<file path="config.mk">
export PLATFORM = sky130hd
export DESIGN_NAME = selection_sort_descending_keyed_unit
export DESIGN_NICKNAME = d
export VERILOG_FILES = /design/src/ssdk_pkg.sv /design/src/selection_sort_descending_keyed_unit.sv /design/src/ssdk_front.sv /design/src/ssdk_queue.sv /design/src/ssdk_back.sv
export SDC_FILE = /design/constraint.sdc
export NUM_CORES = 1
export LEC_CHECK = 0
export BUFFER_PORTS_ARGS = -buffer_cell sky130_fd_sc_hd__buf_2
export CELL_PAD_IN_SITES_DETAIL_PLACEMENT = 1
export CELL_PAD_IN_SITES_GLOBAL_PLACEMENT = 1
export CORE_MARGIN = 1.5
export CORE_UTILIZATION = 50
export DETAILED_ROUTE_END_ITERATION = 7
export PLACE_DENSITY_LB_ADDON = 0.1
export SYNTH_ARGS = -nofsm -noshare
export SYNTH_HDL_FRONTEND = slang
export SYNTH_SLANG_ARGS = --single-unit
</file>
<file path="constraint.sdc">
create_clock -name clk -period 10.7 [get_ports clk]
set_input_delay 2.14 -clock clk [delete_from_list [all_inputs] [get_ports clk]]
set_output_delay 2.14 -clock clk [all_outputs]
set_load 0.01 [all_outputs]
</file>
<file path="src/ssdk_pkg.sv">
`timescale 1ns / 1ps

package ssdk_pkg;

    // Capacity of one set and the derived index and count widths.
    localparam int MAX_ENTRIES = 16;
    localparam int IDX_W       = $clog2(MAX_ENTRIES);
    localparam int CNT_W       = $clog2(MAX_ENTRIES + 1);

    // Field widths.
    localparam int KEY_W   = 32;
    localparam int IDENT_W = 16;

    // Queue between the front and the back.
    localparam int QUEUE_DEPTH = 4;
    localparam int QPTR_W      = $clog2(QUEUE_DEPTH);
    localparam int QCNT_W      = $clog2(QUEUE_DEPTH + 1);

    // One input word.
    typedef struct packed {
        logic [KEY_W-1:0]   key;
        logic [IDENT_W-1:0] ident;
        logic               final_req;
    } item_t;

    // One output word.
    typedef struct packed {
        logic [KEY_W-1:0]   key_out;
        logic [IDENT_W-1:0] ident_out;
        logic               run_end;
        logic               overflow;
    } result_t;

    // A classified word as the front hands it to the back.
    typedef struct packed {
        item_t            item;
        logic             store;
        logic [IDX_W-1:0] slot;
        logic             ovf;
    } job_t;

    // One entry of the sort store.
    typedef struct packed {
        logic [KEY_W-1:0]   key;
        logic [IDENT_W-1:0] ident;
    } entry_t;

endpackage

</file>
<file path="src/selection_sort_descending_keyed_unit.sv">
`timescale 1ns / 1ps
// After its final word leaves the queue, a set is sorted by one selection pass per head
// position (scan, wait, two swap writes); each result is then read out by a read state
// and a write state. Throughput: loading takes one word per cycle while the back is in
// its load state; a following set waits in the queue until the current set is read out.
// Reset: asynchronous, active low; clears the queue, the fill count, the drop flag and the
// sequencer. The store contents are not cleared and are only read after being written.

module selection_sort_descending_keyed_unit
(
    input  logic              clk,
    input  logic              rst_n,
    input  logic              item_valid,
    output logic              item_stall,
    input  ssdk_pkg::item_t   item,
    output logic              result_valid,
    input  logic              result_stall,
    output ssdk_pkg::result_t result
);
    import ssdk_pkg::*;

    logic push;
    job_t push_job;
    logic q_full;
    logic q_pop;
    job_t q_job;
    logic q_nonempty;

    // Front: accepts words and tags each with its slot or a drop.
    ssdk_front u_front
    (
        .clk        (clk),
        .rst_n      (rst_n),
        .item_valid (item_valid),
        .item_stall (item_stall),
        .item       (item),
        .push       (push),
        .push_job   (push_job),
        .q_full     (q_full)
    );

    // Queue decoupling the two halves.
    ssdk_queue u_queue
    (
        .clk      (clk),
        .rst_n    (rst_n),
        .push     (push),
        .push_job (push_job),
        .full     (q_full),
        .pop      (q_pop),
        .pop_job  (q_job),
        .nonempty (q_nonempty)
    );

    // Back: stores, sorts and emits the set.
    ssdk_back u_back
    (
        .clk          (clk),
        .rst_n        (rst_n),
        .q_nonempty   (q_nonempty),
        .q_job        (q_job),
        .q_pop        (q_pop),
        .result_valid (result_valid),
        .result_stall (result_stall),
        .result       (result)
    );

endmodule

</file>
<file path="src/ssdk_front.sv">
`timescale 1ns / 1ps

module ssdk_front
(
    input  logic            clk,
    input  logic            rst_n,
    input  logic            item_valid,
    output logic            item_stall,
    input  ssdk_pkg::item_t item,
    output logic            push,
    output ssdk_pkg::job_t  push_job,
    input  logic            q_full
);
    import ssdk_pkg::*;

    logic [CNT_W-1:0] fill_count_reg;
    logic [CNT_W-1:0] fill_count_next;
    logic             dropped_reg;
    logic             dropped_next;
    logic             accept;
    logic             store;

    // Input side stalls only while the queue is full.
    assign item_stall = q_full;
    assign accept     = item_valid && !q_full;
    assign push       = accept;

    // Classify the word: a free slot takes it, otherwise it is dropped.
    always_comb
    begin
        store              = (fill_count_reg < CNT_W'(MAX_ENTRIES));
        push_job.item      = item;
        push_job.store     = store;
        push_job.slot      = fill_count_reg[IDX_W-1:0];
        push_job.ovf       = dropped_reg || !store;
        fill_count_next    = fill_count_reg;
        dropped_next       = dropped_reg;
        if (accept)
        begin
            if (item.final_req)
            begin
                fill_count_next = '0;
                dropped_next    = 1'b0;
            end
            else
            begin
                if (store)
                begin
                    fill_count_next = fill_count_reg + CNT_W'(1);
                end
                dropped_next = dropped_reg || !store;
            end
        end
    end

    // Set bookkeeping registers.
    always_ff @(posedge clk or negedge rst_n)
    begin
        if (!rst_n)
        begin
            fill_count_reg <= '0;
            dropped_reg    <= 1'b0;
        end
        else
        begin
            fill_count_reg <= fill_count_next;
            dropped_reg    <= dropped_next;
        end
    end

endmodule

</file>
<file path="src/ssdk_queue.sv">
`timescale 1ns / 1ps

module ssdk_queue
(
    input  logic           clk,
    input  logic           rst_n,
    input  logic           push,
    input  ssdk_pkg::job_t push_job,
    output logic           full,
    input  logic           pop,
    output ssdk_pkg::job_t pop_job,
    output logic           nonempty
);
    import ssdk_pkg::*;

    job_t              slot_reg [QUEUE_DEPTH];
    logic [QPTR_W-1:0] wr_ptr_reg;
    logic [QPTR_W-1:0] rd_ptr_reg;
    logic [QCNT_W-1:0] cnt_reg;
    logic              do_push;
    logic              do_pop;

    // Status and head of the queue.
    assign full     = (cnt_reg == QCNT_W'(QUEUE_DEPTH));
    assign nonempty = (cnt_reg != '0);
    assign pop_job  = slot_reg[rd_ptr_reg];
    assign do_push  = push && !full;
    assign do_pop   = pop && nonempty;

    // Pointers and occupancy.
    always_ff @(posedge clk or negedge rst_n)
    begin
        if (!rst_n)
        begin
            wr_ptr_reg <= '0;
            rd_ptr_reg <= '0;
            cnt_reg    <= '0;
        end
        else
        begin
            if (do_push)
            begin
                wr_ptr_reg <= (wr_ptr_reg == QPTR_W'(QUEUE_DEPTH - 1)) ? '0
                              : wr_ptr_reg + QPTR_W'(1);
            end
            if (do_pop)
            begin
                rd_ptr_reg <= (rd_ptr_reg == QPTR_W'(QUEUE_DEPTH - 1)) ? '0
                              : rd_ptr_reg + QPTR_W'(1);
            end
            if (do_push && !do_pop)
            begin
                cnt_reg <= cnt_reg + QCNT_W'(1);
            end
            else if (do_pop && !do_push)
            begin
                cnt_reg <= cnt_reg - QCNT_W'(1);
            end
        end
    end

    // Payload slots.
    always_ff @(posedge clk)
    begin
        if (do_push)
        begin
            slot_reg[wr_ptr_reg] <= push_job;
        end
    end

endmodule

</file>
<file path="src/ssdk_back.sv">
`timescale 1ns / 1ps

module ssdk_back
(
    input  logic              clk,
    input  logic              rst_n,
    input  logic              q_nonempty,
    input  ssdk_pkg::job_t    q_job,
    output logic              q_pop,
    output logic              result_valid,
    input  logic              result_stall,
    output ssdk_pkg::result_t result
);
    import ssdk_pkg::*;

    typedef enum logic [6:0] {
        ST_LOAD    = 7'b0000001,
        ST_SCAN    = 7'b0000010,
        ST_WAIT    = 7'b0000100,
        ST_SWAP_A  = 7'b0001000,
        ST_SWAP_B  = 7'b0010000,
        ST_EMIT_RD = 7'b0100000,
        ST_EMIT_WR = 7'b1000000
    } state_t;

    entry_t           mem [MAX_ENTRIES];
    entry_t           rd_data_reg;

    state_t           state_reg;
    state_t           state_next;
    logic [CNT_W-1:0] count_reg;
    logic [CNT_W-1:0] count_next;
    logic             ovf_reg;
    logic             ovf_next;
    logic [IDX_W-1:0] head_reg;
    logic [IDX_W-1:0] head_next;
    logic [IDX_W-1:0] scan_reg;
    logic [IDX_W-1:0] scan_next;
    logic             rd_vld_reg;
    logic             rd_vld_next;
    logic [IDX_W-1:0] rd_idx_reg;
    logic             out_vld_reg;
    logic             out_vld_next;
    result_t          out_data_reg;

    entry_t           best_reg;
    logic [IDX_W-1:0] best_idx_reg;
    entry_t           head_ent_reg;

    logic             we;
    logic [IDX_W-1:0] wa;
    entry_t           wd;
    logic [CNT_W-1:0] cnt_m1;
    logic [IDX_W-1:0] last_idx;
    logic [IDX_W-1:0] head_inc;
    logic             out_free;
    logic             out_load;

    assign cnt_m1       = count_reg - CNT_W'(1);
    assign last_idx     = cnt_m1[IDX_W-1:0];
    assign head_inc     = head_reg + IDX_W'(1);
    assign out_free     = !out_vld_reg || !result_stall;
    assign q_pop        = (state_reg == ST_LOAD) && q_nonempty;
    assign result_valid = out_vld_reg;
    assign result       = out_data_reg;

    // Sequencer: load the set, one selection pass per head position, then read out.
    always_comb
    begin
        state_next   = state_reg;
        count_next   = count_reg;
        ovf_next     = ovf_reg;
        head_next    = head_reg;
        scan_next    = scan_reg;
        rd_vld_next  = 1'b0;
        out_vld_next = out_vld_reg && result_stall;
        out_load     = 1'b0;
        we           = 1'b0;
        wa           = q_job.slot;
        wd.key       = q_job.item.key;
        wd.ident     = q_job.item.ident;
        unique case (state_reg)
            ST_LOAD:
            begin
                if (q_nonempty)
                begin
                    we = q_job.store;
                    if (q_job.item.final_req)
                    begin
                        count_next = q_job.store ? CNT_W'(q_job.slot) + CNT_W'(1)
                                                 : CNT_W'(MAX_ENTRIES);
                        ovf_next   = q_job.ovf;
                        head_next  = '0;
                        scan_next  = '0;
                        state_next = (count_next == CNT_W'(1)) ? ST_EMIT_RD : ST_SCAN;
                    end
                end
            end
            ST_SCAN:
            begin
                rd_vld_next = 1'b1;
                if (scan_reg == last_idx)
                begin
                    state_next = ST_WAIT;
                end
                else
                begin
                    scan_next = scan_reg + IDX_W'(1);
                end
            end
            ST_WAIT:
            begin
                state_next = ST_SWAP_A;
            end
            ST_SWAP_A:
            begin
                we         = 1'b1;
                wa         = best_idx_reg;
                wd         = head_ent_reg;
                state_next = ST_SWAP_B;
            end
            ST_SWAP_B:
            begin
                we = 1'b1;
                wa = head_reg;
                wd = best_reg;
                if (head_inc == last_idx)
                begin
                    scan_next  = '0;
                    state_next = ST_EMIT_RD;
                end
                else
                begin
                    head_next  = head_inc;
                    scan_next  = head_inc;
                    state_next = ST_SCAN;
                end
            end
            ST_EMIT_RD:
            begin
                state_next = ST_EMIT_WR;
            end
            ST_EMIT_WR:
            begin
                if (out_free)
                begin
                    out_load     = 1'b1;
                    out_vld_next = 1'b1;
                    if (scan_reg == last_idx)
                    begin
                        state_next = ST_LOAD;
                    end
                    else
                    begin
                        scan_next  = scan_reg + IDX_W'(1);
                        state_next = ST_EMIT_RD;
                    end
                end
            end
            default:
            begin
                state_next = ST_LOAD;
            end
        endcase
    end

    // Control registers.
    always_ff @(posedge clk or negedge rst_n)
    begin
        if (!rst_n)
        begin
            state_reg   <= ST_LOAD;
            count_reg   <= '0;
            ovf_reg     <= 1'b0;
            head_reg    <= '0;
            scan_reg    <= '0;
            rd_vld_reg  <= 1'b0;
            out_vld_reg <= 1'b0;
        end
        else
        begin
            state_reg   <= state_next;
            count_reg   <= count_next;
            ovf_reg     <= ovf_next;
            head_reg    <= head_next;
            scan_reg    <= scan_next;
            rd_vld_reg  <= rd_vld_next;
            out_vld_reg <= out_vld_next;
        end
    end

    // Sort store: one write port, one registered read port at the scan pointer.
    always_ff @(posedge clk)
    begin
        if (we)
        begin
            mem[wa] <= wd;
        end
        rd_data_reg <= mem[scan_reg];
    end

    // Running maximum of the pass; the head entry seeds it and is kept for the swap. Output word register.
    always_ff @(posedge clk)
    begin
        rd_idx_reg <= scan_reg;
        if (rd_vld_reg)
        begin
            if (rd_idx_reg == head_reg)
            begin
                head_ent_reg <= rd_data_reg;
                best_reg     <= rd_data_reg;
                best_idx_reg <= rd_idx_reg;
            end
            else if (rd_data_reg.key > best_reg.key)
            begin
                best_reg     <= rd_data_reg;
                best_idx_reg <= rd_idx_reg;
            end
        end
        if (out_load)
        begin
            out_data_reg.key_out   <= rd_data_reg.key;
            out_data_reg.ident_out <= rd_data_reg.ident;
            out_data_reg.run_end   <= (scan_reg == last_idx);
            out_data_reg.overflow  <= ovf_reg;
        end
    end

    // Outside loading, the set size stays within capacity and is never zero.
    a_count_range: assert property (@(posedge clk) disable iff (!rst_n)
        (state_reg != ST_LOAD) |-> (count_reg >= CNT_W'(1))
                                   && (count_reg <= CNT_W'(MAX_ENTRIES)))
        else $error("set size out of range while sorting");

    // The selected entry lies in the unsorted part of the store.
    a_best_in_part: assert property (@(posedge clk) disable iff (!rst_n)
        (state_reg == ST_SWAP_A) |-> (best_idx_reg >= head_reg)
                                     && (best_idx_reg <= last_idx))
        else $error("selected index outside the unsorted part");

    // The swapped-in entry is never smaller than the head it replaces.
    a_best_is_max: assert property (@(posedge clk) disable iff (!rst_n)
        (state_reg == ST_SWAP_B) |-> (best_reg.key >= head_ent_reg.key))
        else $error("selected key below head key");

endmodule

</file>
==> results.toml <==
[run_status]
status = "finished, final reports clean"

[cells_and_area]
syn_to_final_growth_pct = 13.57
regArea_um2 = 36110
final_area_um2 = 52450
fin_util_pct = 57.30
layout.nets = 2357
multi_input_area_um2 = 9537
layout-drive-gt1-share_pct = 27.95
fillers = 7613
largest_reg_flops = 768

[logic_synthesis]
yosysTopAreaCell = "edfxtp_1"
synth_most_common_cell = "edfxtp_1"
ys_warn_count = 0
async_reset_ff_share_pct = 2.857
yosysSeqAreaShare_pct = 78.15
netlist-cell-type-count = 61
synth_nets = 2173
syn-cell-area_um2 = 46180
synth_seq_cells = 1225
syn_inst = 2076
ys.flop_type = "edfxtp_1"
postSynthAreaPerCell_um2 = 22.24
synth_area_leaders = "edfxtp_1 (74%), mux4_2 (14%), dfxtp_1 (2.3%), dfrtp_1 (1.8%), ha_1 (1.2%)"
synth_top_area_share_pct = 74.00
synth.top_cells.by_count = "edfxtp_1 (1138), mux4_2 (295), inv_1 (91), clkbuf_1 (58), dfxtp_1 (52)"
synth_edf_count = 1138

[global_routing]
grt_pass1_vias = 23393
track_usage_pct = 24.22
grt_antenna_before_repair = 8
grt_max_degree = 107
gr-total-overflow = 0
grt_pass1_wl_um = 162400

[placed_design]
postPlaceCellArea_um2 = 48300
gp_congestion = 0.7639
dp_hpwl_um = 58220
io_buffer_count = 104

[sta]
worstMarginPinSlew_ns = 1.182
setup_viol = 0
finalClockSkew_ns = 0.02271
slew_headroom_pct = 20.39
max_freq_mhz = 232.2
fin_crit_sh_pct = 40.25
final-hold-violation-count = 0
worst_hold_slack_ns = 0.4498
drv_slew = 0
rsz0062_at_grt = "false"
tns_ns = 0
fin_crit_ns = 4.306

[clock_network]
cts_root_buf = "clkbuf_16"
cts_tree = "done"
post_cts_buffers = 0
hold_buffers = 0
cts_max_level = 4
cts_resized = 0
clkTransAtPathRegs_ns = 0.06
insertion_delay_ns = 0.73
numCtsBuffers = 131
cts.sinks = 1225
cts_max_path_buffers = 3

[min_path]
hp-class = "reg2reg"

[pwr]
power.internal_mw = 10.70
leakagePower_nw = 16.93
pwr-share-comb_pct = 22.7
pwr_density_cell_nw_per_um2 = 288.6
power_switching_share_pct = 29.34
vdd_drop_max_uv = 187.7
seqPwrFrac_pct = 48.3
power.share.clock_pct = 29.0
power.switching_mw = 4.441

[worst_setup_path]
worstRegToRegCells = 6
path_cells = "or4_1 -> or2_1 -> a21oi_1 -> o21ai_0 -> nor2_4 -> buf_4"
worstReg2RegStart = "u_back.state_reg[6]$_DFFE_PN0P_"
cpMaxStageDelayCell = "nor2_4"
crit_path_start = "u_back.state_reg[6]$_DFFE_PN0P_"
timing.rr.end = "u_back.mem[0][20]$_DFFE_PP_"
start_kind = "flop"
crit_buf_inv = 1
crit_fanout = 29
critPathRequiredTime_ns = 11.05
cp-end-kind = "flop"
crit_end = "u_back.mem[0][20]$_DFFE_PP_"
worstSetupPathType = "reg2reg"
reg2reg_slack_ns = 6.39
cpPeakStageDelay_ns = 0.95
worstSetupPathDepth = 6
crit_family = "simple AND/OR/NAND/NOR gates"
cp.arrival_ns = 4.66

[route]
drc = 0
wl_um = 110100
drt_iter0_markers = 2429
via_count = 21710
dr.pass1.iters = 6
drt-vias-per-instance = 6.112
final_antenna_net_count = 0
wl_per_cell_um = 30.99

[floorplan]
die_w_um = 306.9
die_area_um2 = 94190
fp-row-count = 111
io_pins = 105
fp.dieH_um = 306.9
coreArea_um2 = 91520
initial_utilization_pct = 50.46

[flow_run]
max-cap-violations = 0
==> power groups by stage <==
| stage | clock (mW) | combinational, mW | sequential, mW |
|---|---|---|---|
| 2_1_floorplan | 0 | 2.33 | 7.18 |
| 3_3_place_gp | 0 | 3.36 | 7.36 |
| 3_5_place_dp | 0 | 3.47 | 7.42 |
| 4_1_cts | 4.48 | 3.49 | 7.33 |
| 5_1_grt | 4.63 | 3.75 | 7.40 |
| 6_report | 4.39 | 3.43 | 7.32 |
==> per-stage QoR <==
step                worst slack, ns  std cells  power, mW
finish                        6.394       3552      15.14
CTS                           6.402       3551      15.30
global placement              6.534       3313      10.73
floorplan                     1.741       2076      9.510
detailed placement            6.428       3313      10.90
global route                  6.108       3552      15.78
==> worst min path at each step <==
stage	startpoint	end	slack [ns]	depth (start not counted)
global route	u_back.ovf_reg$_DFFE_PN0P_	u_back.result[0]$_DFFE_PP_	0.46	0
floorplan	u_back.scan_reg[2]$_DFFE_PN0P_	u_back.rd_idx_reg[2]$_DFF_P_	0.35	0
detailed placement	u_back.ovf_reg$_DFFE_PN0P_	u_back.result[0]$_DFFE_PP_	0.43	0
finish	u_back.ovf_reg$_DFFE_PN0P_	u_back.result[0]$_DFFE_PP_	0.45	0
global placement	u_back.ovf_reg$_DFFE_PN0P_	u_back.result[0]$_DFFE_PP_	0.43	0
CTS	u_back.ovf_reg$_DFFE_PN0P_	u_back.result[0]$_DFFE_PP_	0.45	0
==> layout make-up <==
cell class	instances	share of cell area (%)
Antenna cell	1	0.004771
Clock buffer	190	6.966
Clock inverter	48	0.9447
Inverter	91	0.6513
Multi-Input combinational cell	668	18.18
Sequential cell	1225	68.85
Tap cell	1186	2.829
Timing Repair Buffer	143	1.575
==> layout by cell type (no fill, tap or decap), drive strengths merged, types with 5 or more instances in the layout <==
cell type / count
nor4b: 5
and2: 6
nand4: 7
a21oi: 34
nand3: 9
o21ai: 28
inv: 102
mux2: 5
mux4: 295
clkbuf: 190
nor2b: 9
edfxtp: 1138
bufinv: 8
dfrtp: 34
ha: 43
xnor2: 11
clkinv: 27
dfxtp: 52
buf: 143
nor2: 36
nor3: 13
xor2: 10
nand2b: 10
a222oi: 48
nand2: 43
==> kinds of logic (layout without fill, tap and decap cells) <==
| kind of cell | after synthesis | count (layout) | share of synthesized area [%] |
|---|---|---|---|
| AOI/OAI and AO/OA | 143 | 143 | 2.284 |
| xor gates and xnor gates | 22 | 22 | 0.4470 |
| DFF | 1225 | 1225 | 78.15 |
| adders and majority gates | 44 | 44 | 1.208 |
| other | 0 | 1 | 0 |
| buffers and inverters | 183 | 472 | 1.561 |
| muxes | 303 | 303 | 14.57 |
| and+or+nand+nor | 156 | 156 | 1.772 |
==> routing by layer <==
layer | track usage [%] | vias up | part of all wire, %
met4 | 6.493 | 14 | 1.8
met1 | 35.16 | 11833 | 44
met5 | 0 | - | 0.090
met2 | 38.24 | 645 | 49
met3 | 4.480 | 160 | 5.8
li1 | - | 9058 | -
(Power assumes the default switching activity.)
